===== config.mk =====
export PLATFORM = sky130hd
export DESIGN_NAME = paired_injector_pulse_scheduler
export DESIGN_NICKNAME = d
export VERILOG_FILES = /design/src/rtl/core/pips_pkg.sv /design/src/rtl/core/paired_injector_pulse_scheduler.sv
export SDC_FILE = /design/constraint.sdc
export NUM_CORES = 2
export LEC_CHECK = 0
export BUFFER_PORTS_ARGS = -buffer_cell sky130_fd_sc_hd__buf_2
export CAP_MARGIN = 20
export CORE_ASPECT_RATIO = 0.7
export CORE_MARGIN = 2
export CORE_UTILIZATION = 45
export DETAILED_ROUTE_END_ITERATION = 7
export GPL_ROUTABILITY_DRIVEN = 0
export HOLD_SLACK_MARGIN = 0.06
export SYNTH_ARGS = -nofsm -noshare
export SYNTH_HDL_FRONTEND = slang
export SYNTH_SLANG_ARGS = --single-unit

===== constraint.sdc =====
create_clock -name clk -period 9.95 [get_ports clk]
set_input_delay 1.4925 -clock clk [delete_from_list [all_inputs] [get_ports clk]]
set_output_delay 1.4925 -clock clk [all_outputs]
set_load 0.005 [all_outputs]

===== src/rtl/core/pips_pkg.sv =====
package pips_pkg;

  typedef enum logic [2:0] {
    PH_IDLE    = 3'd0,
    PH_A_OPEN  = 3'd1,
    PH_A_CLOSE = 3'd2,
    PH_B_OPEN  = 3'd3,
    PH_B_CLOSE = 3'd4
  } phase_t;

  localparam logic [1:0] OP_TICK  = 2'd0;
  localparam logic [1:0] OP_SCHED = 2'd1;
  localparam logic [1:0] OP_STOP  = 2'd2;

  localparam logic CFG_MIN_PULSE = 1'b0;
  localparam logic CFG_MAX_PULSE = 1'b1;

  localparam logic [31:0] MIN_PULSE_RST = 32'd500;
  localparam logic [31:0] MAX_PULSE_RST = 32'd18000;

endpackage


===== src/rtl/core/paired_injector_pulse_scheduler.sv =====
// Channel   Handshake           Payload
// in        in_valid/in_stall   in_op, in_cylinder, in_target_time, in_pulse_width,
//                               in_current_count
// out       out_valid/out_stall out_accepted, out_injector_drive, out_slot_armed,
//                               out_slot_width
// cfg       cfg_we              cfg_index, cfg_data
//
// One item per cycle while the result is not stalled; an accepted item's result is computed
// from the input register and then registered in the result register.
// The scheduler state is updated in the cycle an item moves into the result register.
// Synchronous reset clears the pipeline, all slots and alarms, and loads the pulse limits.
// While the result is stalled, one more item is held in the input register; then in_stall
// rises.
module paired_injector_pulse_scheduler
  import pips_pkg::*;
(
  input  logic        clk,
  input  logic        rst_n,
  input  logic        in_valid,
  output logic        in_stall,
  input  logic [1:0]  in_op,
  input  logic [1:0]  in_cylinder,
  input  logic [31:0] in_target_time,
  input  logic [31:0] in_pulse_width,
  input  logic [31:0] in_current_count,
  output logic        out_valid,
  input  logic        out_stall,
  output logic        out_accepted,
  output logic [3:0]  out_injector_drive,
  output logic        out_slot_armed,
  output logic [31:0] out_slot_width,
  input  logic        cfg_we,
  input  logic        cfg_index,
  input  logic [31:0] cfg_data
);

  logic [31:0] min_pulse_r, max_pulse_r;

  logic        s0_valid_r;
  logic [1:0]  s0_op_r, s0_cyl_r;
  logic [31:0] s0_target_r, s0_width_r, s0_now_r;

  logic        out_valid_r;
  logic        out_accepted_r;
  logic [3:0]  out_drive_r;
  logic        out_armed_r;
  logic [31:0] out_width_r;

  phase_t      phase_r   [2];
  phase_t      phase_nxt [2];
  logic [31:0] alarm_r   [2];
  logic [31:0] alarm_nxt [2];
  logic [1:0]  en_r, en_nxt;
  logic [31:0] open_r    [4];
  logic [31:0] open_nxt  [4];
  logic [31:0] close_r   [4];
  logic [31:0] close_nxt [4];
  logic [3:0]  armed_r, armed_nxt;
  logic [3:0]  drive_r, drive_nxt;

  logic        advance;
  logic        s1_free;
  logic [31:0] pw;
  logic [31:0] close_t;
  logic        ch;
  logic [1:0]  pair;
  logic        sched_ok;
  logic        prog_alarm;
  logic        acc_nxt;

  assign s1_free  = !out_valid_r || !out_stall;
  assign advance  = s0_valid_r && s1_free;
  assign in_stall = s0_valid_r && !s1_free;

  // Below the minimum wins before above the maximum, even when the limits cross.
  always_comb begin
    if (s0_width_r < min_pulse_r) begin
      pw = min_pulse_r;
    end else if (s0_width_r > max_pulse_r) begin
      pw = max_pulse_r;
    end else begin
      pw = s0_width_r;
    end
  end

  assign close_t = s0_target_r + pw;
  assign ch      = s0_cyl_r[0];
  assign pair    = {~s0_cyl_r[1], s0_cyl_r[0]};

  assign sched_ok = (s0_target_r > s0_now_r) &&
                    !(armed_r[pair] && (close_r[pair] > s0_target_r));

  // A slot A schedule may jump ahead of a later slot B; a slot B schedule only
  // programs the alarm when slot A is empty.
  assign prog_alarm = !armed_r[pair] ||
                      (!s0_cyl_r[1] && (s0_target_r < open_r[pair]));

  always_comb begin
    phase_nxt = phase_r;
    alarm_nxt = alarm_r;
    en_nxt    = en_r;
    open_nxt  = open_r;
    close_nxt = close_r;
    armed_nxt = armed_r;
    drive_nxt = drive_r;
    acc_nxt   = 1'b0;
    case (s0_op_r)
      OP_TICK: begin
        acc_nxt = 1'b1;
        for (int c = 0; c < 2; c++) begin
          if (en_r[c] && (s0_now_r >= alarm_r[c])) begin
            case (phase_r[c])
              PH_A_OPEN: begin
                drive_nxt[c] = 1'b1;
                phase_nxt[c] = PH_A_CLOSE;
                alarm_nxt[c] = close_r[c];
              end
              PH_A_CLOSE: begin
                drive_nxt[c] = 1'b0;
                armed_nxt[c] = 1'b0;
                if (armed_r[c+2]) begin
                  phase_nxt[c] = PH_B_OPEN;
                  alarm_nxt[c] = open_r[c+2];
                end else begin
                  phase_nxt[c] = PH_IDLE;
                  en_nxt[c]    = 1'b0;
                end
              end
              PH_B_OPEN: begin
                drive_nxt[c+2] = 1'b1;
                phase_nxt[c]   = PH_B_CLOSE;
                alarm_nxt[c]   = close_r[c+2];
              end
              PH_B_CLOSE: begin
                drive_nxt[c+2] = 1'b0;
                armed_nxt[c+2] = 1'b0;
                phase_nxt[c]   = PH_IDLE;
                en_nxt[c]      = 1'b0;
              end
              default: begin
                en_nxt[c] = 1'b0;
              end
            endcase
          end
        end
      end
      OP_SCHED: begin
        acc_nxt = sched_ok;
        if (sched_ok) begin
          armed_nxt[s0_cyl_r] = 1'b1;
          open_nxt[s0_cyl_r]  = s0_target_r;
          close_nxt[s0_cyl_r] = close_t;
          if (prog_alarm) begin
            alarm_nxt[ch] = s0_target_r;
            en_nxt[ch]    = 1'b1;
            if (phase_r[ch] == PH_IDLE) begin
              phase_nxt[ch] = s0_cyl_r[1] ? PH_B_OPEN : PH_A_OPEN;
            end
          end
        end
      end
      OP_STOP: begin
        acc_nxt             = 1'b1;
        armed_nxt[s0_cyl_r] = 1'b0;
        drive_nxt[s0_cyl_r] = 1'b0;
      end
      default: begin
        acc_nxt = 1'b0;
      end
    endcase
  end

  always_ff @(posedge clk) begin
    if (!rst_n) begin
      min_pulse_r <= MIN_PULSE_RST;
      max_pulse_r <= MAX_PULSE_RST;
    end else if (cfg_we) begin
      case (cfg_index)
        CFG_MIN_PULSE: min_pulse_r <= cfg_data;
        CFG_MAX_PULSE: max_pulse_r <= cfg_data;
        default: ;
      endcase
    end
  end

  always_ff @(posedge clk) begin
    if (!rst_n) begin
      s0_valid_r <= 1'b0;
    end else if (!in_stall) begin
      s0_valid_r <= in_valid;
    end
  end

  always_ff @(posedge clk) begin
    if (in_valid && !in_stall) begin
      s0_op_r     <= in_op;
      s0_cyl_r    <= in_cylinder;
      s0_target_r <= in_target_time;
      s0_width_r  <= in_pulse_width;
      s0_now_r    <= in_current_count;
    end
  end

  always_ff @(posedge clk) begin
    if (!rst_n) begin
      out_valid_r <= 1'b0;
    end else if (s1_free) begin
      out_valid_r <= s0_valid_r;
    end
  end

  // A successful schedule sets close minus open of its own slot to the clamped width.
  always_ff @(posedge clk) begin
    if (advance) begin
      out_accepted_r <= acc_nxt;
      out_drive_r    <= drive_nxt;
      out_armed_r    <= armed_nxt[s0_cyl_r];
      out_width_r    <= (s0_op_r == OP_SCHED && sched_ok) ? pw :
                        close_r[s0_cyl_r] - open_r[s0_cyl_r];
    end
  end

  always_ff @(posedge clk) begin
    if (!rst_n) begin
      phase_r   <= '{PH_IDLE, PH_IDLE};
      alarm_r   <= '{32'd0, 32'd0};
      en_r      <= 2'b00;
      open_r    <= '{32'd0, 32'd0, 32'd0, 32'd0};
      close_r   <= '{32'd0, 32'd0, 32'd0, 32'd0};
      armed_r   <= 4'b0000;
      drive_r   <= 4'b0000;
    end else if (advance) begin
      phase_r   <= phase_nxt;
      alarm_r   <= alarm_nxt;
      en_r      <= en_nxt;
      open_r    <= open_nxt;
      close_r   <= close_nxt;
      armed_r   <= armed_nxt;
      drive_r   <= drive_nxt;
    end
  end

  assign out_valid          = out_valid_r;
  assign out_accepted       = out_accepted_r;
  assign out_injector_drive = out_drive_r;
  assign out_slot_armed     = out_armed_r;
  assign out_slot_width     = out_width_r;

  a_idle0_no_alarm: assert property (@(posedge clk) disable iff (!rst_n)
    (phase_r[0] == PH_IDLE) |-> !en_r[0])
    else $error("channel 0 idle with alarm enabled");

  a_idle1_no_alarm: assert property (@(posedge clk) disable iff (!rst_n)
    (phase_r[1] == PH_IDLE) |-> !en_r[1])
    else $error("channel 1 idle with alarm enabled");

  a_out_hold: assert property (@(posedge clk) disable iff (!rst_n)
    (out_valid_r && out_stall) |=>
      (out_valid_r && $stable(out_drive_r) && $stable(out_width_r)))
    else $error("result item changed while stalled");

  a_hold_state: assert property (@(posedge clk) disable iff (!rst_n)
    (!advance && $past(rst_n)) |=> (armed_r == $past(armed_r)) && (en_r == $past(en_r)))
    else $error("state changed without an item");

endmodule

# After elaboration in Yosys (flattened, before gate mapping)
# Index checks and enable logic that the tools add are counted.
# totals
reg_bits	540
latch_bits	0
mem_bits_rw	0
rom_bits	0
in_bits	138
output_inout_bits	40
elab_cells	205
memories	0
# classes
n_addsub	2
n_mul	0
div	0
order_cmp	17
eq_ne	25
shifts	0
mux	85
bitwise_logic	10
reduce_logical	37
# op_table
op	count
$mux 32	17
$bmux 32 s2	4
$bwmux 128	2
$pmux 32 s3	2
$mux 64	2
$pmux 64 s2	1
$gt 32x32->1	3
$bwmux 64	1
$demux 32 s2	1
$ge 32x32->1	2
$lt 32x32->1	2
$reduce_and 7->1	6
$add 32x32->32	1
$demux 32 s1	1
$sub 32x32->32	1
$pmux 3 s4	2
$mux 1	20
$mux 3	6
$mux 6	3
$ne 2x2->1 const B	7
$pmux 1 s2	7
$logic_and 1x1->1	13
$eq 3x2->1 const B	4
$ne 3x3->1 const B	4
other kinds (40)	64

# Longest topological paths before layout
# depth
ltp_word	13
depth_mapped	25
mapped_depth_nobuf	23

# Worst setup path before layout
# OpenSTA, ideal clock, no wires.
# synth_path
kind	input port to flip-flop
startpoint	input out_stall
endpoint	register s0_cyl_r[0] (enable)
setup_ns	0.571
arrival_ns	6.142
slack_ns	3.236
stages	2
path_buffers	0
path_cell_list	and3_1 -> nor2b_1
# synth_via
elab_chain_cells	6
# synth_lines
item	line_no	source
start, declared	paired_injector_pulse_scheduler.sv:27	input logic out_stall,
$logic_not 1->1	paired_injector_pulse_scheduler.sv:71	assign s1_free = !out_valid_r || !out_stall;
$logic_or 1x1->1	paired_injector_pulse_scheduler.sv:71	
$logic_not 1->1	paired_injector_pulse_scheduler.sv:73	assign in_stall = s0_valid_r && !s1_free;
$logic_and 1x1->1	paired_injector_pulse_scheduler.sv:73	
$logic_not 1->1	paired_injector_pulse_scheduler.sv:195	if (in_valid && !in_stall) begin
$logic_and 1x1->1	paired_injector_pulse_scheduler.sv:195	
end signal, assigned	paired_injector_pulse_scheduler.sv:197	s0_cyl_r <= in_cylinder;
end, declared	paired_injector_pulse_scheduler.sv:40	logic [1:0] s0_op_r, s0_cyl_r;
# No other way between the ends.
# A chain may end at the register's enable or synchronous reset.

# Worst setup path in the final report
# layout_path
startpoint	register s0_width_r[21]
endpoint	register close_r[94] in the netlist's numbering
# layout_via
elab_chain_cells	5
# layout_lines
item	line_no	source
start, declared	paired_injector_pulse_scheduler.sv:41	logic [31:0] s0_target_r, s0_width_r, s0_now_r;
start signal, assigned	paired_injector_pulse_scheduler.sv:199	s0_width_r <= in_pulse_width;
$gt 32x32->1	paired_injector_pulse_scheduler.sv:79	end else if (s0_width_r > max_pulse_r) begin
$mux 32	paired_injector_pulse_scheduler.sv:79	
$mux 32 (*)	paired_injector_pulse_scheduler.sv:77	if (s0_width_r < min_pulse_r) begin
$add 32x32->32 (*)	paired_injector_pulse_scheduler.sv:86	assign close_t = s0_target_r + pw;
$bwmux 128 (*)	paired_injector_pulse_scheduler.sv:152	close_nxt[s0_cyl_r] = close_t;
end signal, assigned	paired_injector_pulse_scheduler.sv:229	close_r <= '{32'd0, 32'd0, 32'd0, 32'd0};
end signal, assigned	paired_injector_pulse_scheduler.sv:237	close_r <= close_nxt;
end, declared	paired_injector_pulse_scheduler.sv:56	logic [31:0] close_r [4];
# Mark *: on every way between the ends. The rest lies on a longest branch, timed or not.

==> impl_metrics.json <==
{
  "status": "finished clean",
  "syn-cell-area_um2": 32930,
  "drv_cap": 0,
  "finClkSkew_ns": 0.02802,
  "endpoint_kind": "flip-flop",
  "drc_errors": 0,
  "utilization": 0.5084,
  "hold_viol": 0,
  "clk_pin_slew_ns": 0.07,
  "p_per_area_nw_per_um2": 149.4,
  "met1_length_um": 49000,
  "finalWorstPathRequiredPeriod_ns": 6.652,
  "synth_edf_count": 138,
  "firstDrtPassIters": 6,
  "clock_latency_ns": 0.65,
  "antenna_found_initial": 0,
  "stdcell_area_um2": 36610,
  "io_pins": 178,
  "hold_class": "reg2reg",
  "cts_buffers": 57,
  "synth-seq-cells": 540,
  "timing.fmax_mhz": 150.3,
  "highest_layer": "met4",
  "dieArea_um2": 75380,
  "tritoncts": "built",
  "grt_pass1_wl_um": 164100,
  "initial_core_util": 0.4572,
  "core_um2": 72020,
  "ctsHoldBuffers": 0,
  "relSlewSlack": 0.2639,
  "grt_max_degree": 156,
  "critPathMaxFanout": 63,
  "cts_root_buf": "clkbuf_16",
  "num-nets-final": 4258,
  "max_slew.worst_pin.slew_ns": 1.104,
  "crit_arrival_ns": 7.15,
  "ys_seq_area_frac": 0.3703,
  "fin_tns_setup_ns": 0,
  "routed_via_density": 5.888,
  "multi_input_area_um2": 18860,
  "finalMaxSlewViolations": 0,
  "grt_pass1_vias": 26870,
  "htreeDepth": 2,
  "diodes": 0,
  "cts_resized": 0,
  "num_vias": 28550,
  "yosys_warnings": 0,
  "clockBufferDepth": 3,
  "yosys_most_used_dff": "dfxtp_1",
  "setup_violations": 0,
  "synthCells": 3770,
  "cts_sinks": 540,
  "drive_above_1_share": 0.1308,
  "dr_wl_met2_um": 47290,
  "hpwl_um": 73840,
  "placed_area_um2": 34660,
  "power_w": 0.005470,
  "rows": 82,
  "postCtsSetupRepairBufs": 0,
  "seqCellArea_um2": 12190,
  "vdd_drop_max_mv": 0.1247,
  "syn-num-nets": 4194,
  "reg2reg_slack_ns": 3.30,
  "critPathKind": "reg2reg",
  "cp-start-kind": "flip-flop",
  "die_w_um": 327.3,
  "wl_per_cell_um": 22.06,
  "die_h_um": 230.3,
  "io_buffers": 177,
  "finalCritPeriodShare": 0.6686,
  "leakage_nw": 13.28,
  "drt_iter0_markers": 2681,
  "grt_overflow": 0,
  "fillers": 6850,
  "synth_cell_types": 73,
  "crit_required_ns": 10.45,
  "grtUsageTotal": 0.2804,
  "routed_wl_um": 107000,
  "syn_to_final_growth_pct": 11.20,
  "synth.avg_cell_area_um2": 8.734,
  "rsz0062_at_grt": "false",
  "postRouteAntennaNets": 0,
  "async_flop_share": 0,
  "wl_met3_um": 7662
}
cells by family after synthesis:
family / share of synthesized area
AOI/OAI and AO/OA: 0.1822
xor gates and xnor gates: 0.01383
adders and majority gates: 0.1091
buffers and inverters: 0.05939
DFF: 0.3703
muxes: 0.1134
and+or+nand+nor: 0.1517
layout by cell type (no fill, tap or decap), drive strengths merged, types with 39 or more instances in the layout:
cell    instances
clkbuf         77
mux2i          75
nand4          43
buf           235
inv           279
dfxtp         402
o21ai         158
nand3          67
mux4          128
edfxtp        138
nand2         679
a21oi         455
a211oi        157
ha            284
nor3           40
a21o           39
nor2          255
critical path, stage by stage (launching register included):
cell and delay (ns):
edfxtp_1 0.44, ha_1 0.32, nand4_1 0.19, nor4_1 0.73
nand3_1 0.15, a21oi_1 0.37, o31ai_1 0.13, a22o_2 0.22
buf_4 0.31, o21ai_0 0.37, ha_1 0.26, inv_1 0.06
fa_1 0.40, nor2b_1 0.18, o2111a_1 0.23, o311ai_0 0.24
o211a_1 0.34, o211ai_1 0.30, nand2_1 0.17, a41oi_1 0.41
a21oi_1 0.12, nor3_1 0.44, o31ai_1 0.14
Yosys cell counts (6+ instances only):
cell / instances / share of area
o21a_1: 24 / 0.0055
o31ai_1: 9 / 0.0021
and3_1: 7 / 0.0013
dfxtp_1: 402 / 0.24
o21ai_0: 152 / 0.023
nor2b_1: 26 / 0.0049
a21o_1: 39 / 0.0089
a311oi_1: 22 / 0.0059
buf_1: 30 / 0.0034
a31oi_1: 28 / 0.0053
clkbuf_1: 168 / 0.019
nand4_1: 43 / 0.0082
xnor2_1: 27 / 0.0072
nor2_1: 255 / 0.029
o211ai_1: 22 / 0.0050
xor2_1: 25 / 0.0066
buf_2: 30 / 0.0046
nor4_1: 9 / 0.0017
a21oi_1: 455 / 0.069
edfxtp_1: 138 / 0.13
mux2i_1: 75 / 0.023
mux2_2: 9 / 0.0031
nor3_1: 37 / 0.0056
a211oi_1: 157 / 0.036
ha_1: 284 / 0.11
nand2_1: 679 / 0.077
or2_2: 10 / 0.0019
inv_1: 276 / 0.031
nand2b_1: 21 / 0.0040
mux4_2: 128 / 0.088
a221oi_1: 17 / 0.0045
o21ai_1: 6 / 0.00091
o31a_1: 7 / 0.0019
nand3_1: 67 / 0.010
and4_1: 7 / 0.0019
state kept, by name, indices dropped and copies added (netlist names), 32 cells and up:
register / cells
close_r: 128
s0_target_r: 32
min_pulse_r: 32
max_pulse_r: 32
s0_width_r: 32
out_slot_width: 32
s0_now_r: 32
alarm_r: 64
open_r: 128
metal layers:
layer	vias up	GRT usage
li1	13630	-
met1	13740	0.4043
met2	1030	0.4336
met3	150	0.04098
met4	0	0.08515
met5	-	0
power breakdown:
part | internal, W | switching [W]
Clock | 0.00126 | 0.000970
Combinational | 0.000302 | 0.000559
Sequential | 0.00232 | 0.0000626
final timing paths:
kind,from,end,depth (start not counted)
worst min register to register,max_pulse_r[12],max_pulse_r[12],2
worst max register to register,s0_width_r[21],close_r[94],22
worst max-delay path,s0_width_r[21],close_r[94],22
worst min-delay path,max_pulse_r[12],max_pulse_r[12],2
stage by stage:
step	std cells	hold WS [ns]	worst slack, ns
after CTS	4847	0.4566	3.447
final	4849	0.4556	3.298
after floorplan	3770	0.4363	3.236
after detailed placement	4739	0.4487	3.456
after global placement	4739	0.4443	3.540
after global routing	4849	0.4744	2.834
area by class of cell:
type / instances / share of cell area
tap: 966 / 0.03301
inverter: 277 / 0.02860
sequential: 540 / 0.3330
clock inverter: 31 / 0.007655
clock buffer: 77 / 0.04463
timing repair buffer: 235 / 0.03800
multi-input combinational: 2723 / 0.5151
Power figures use the tool's default switching activity.
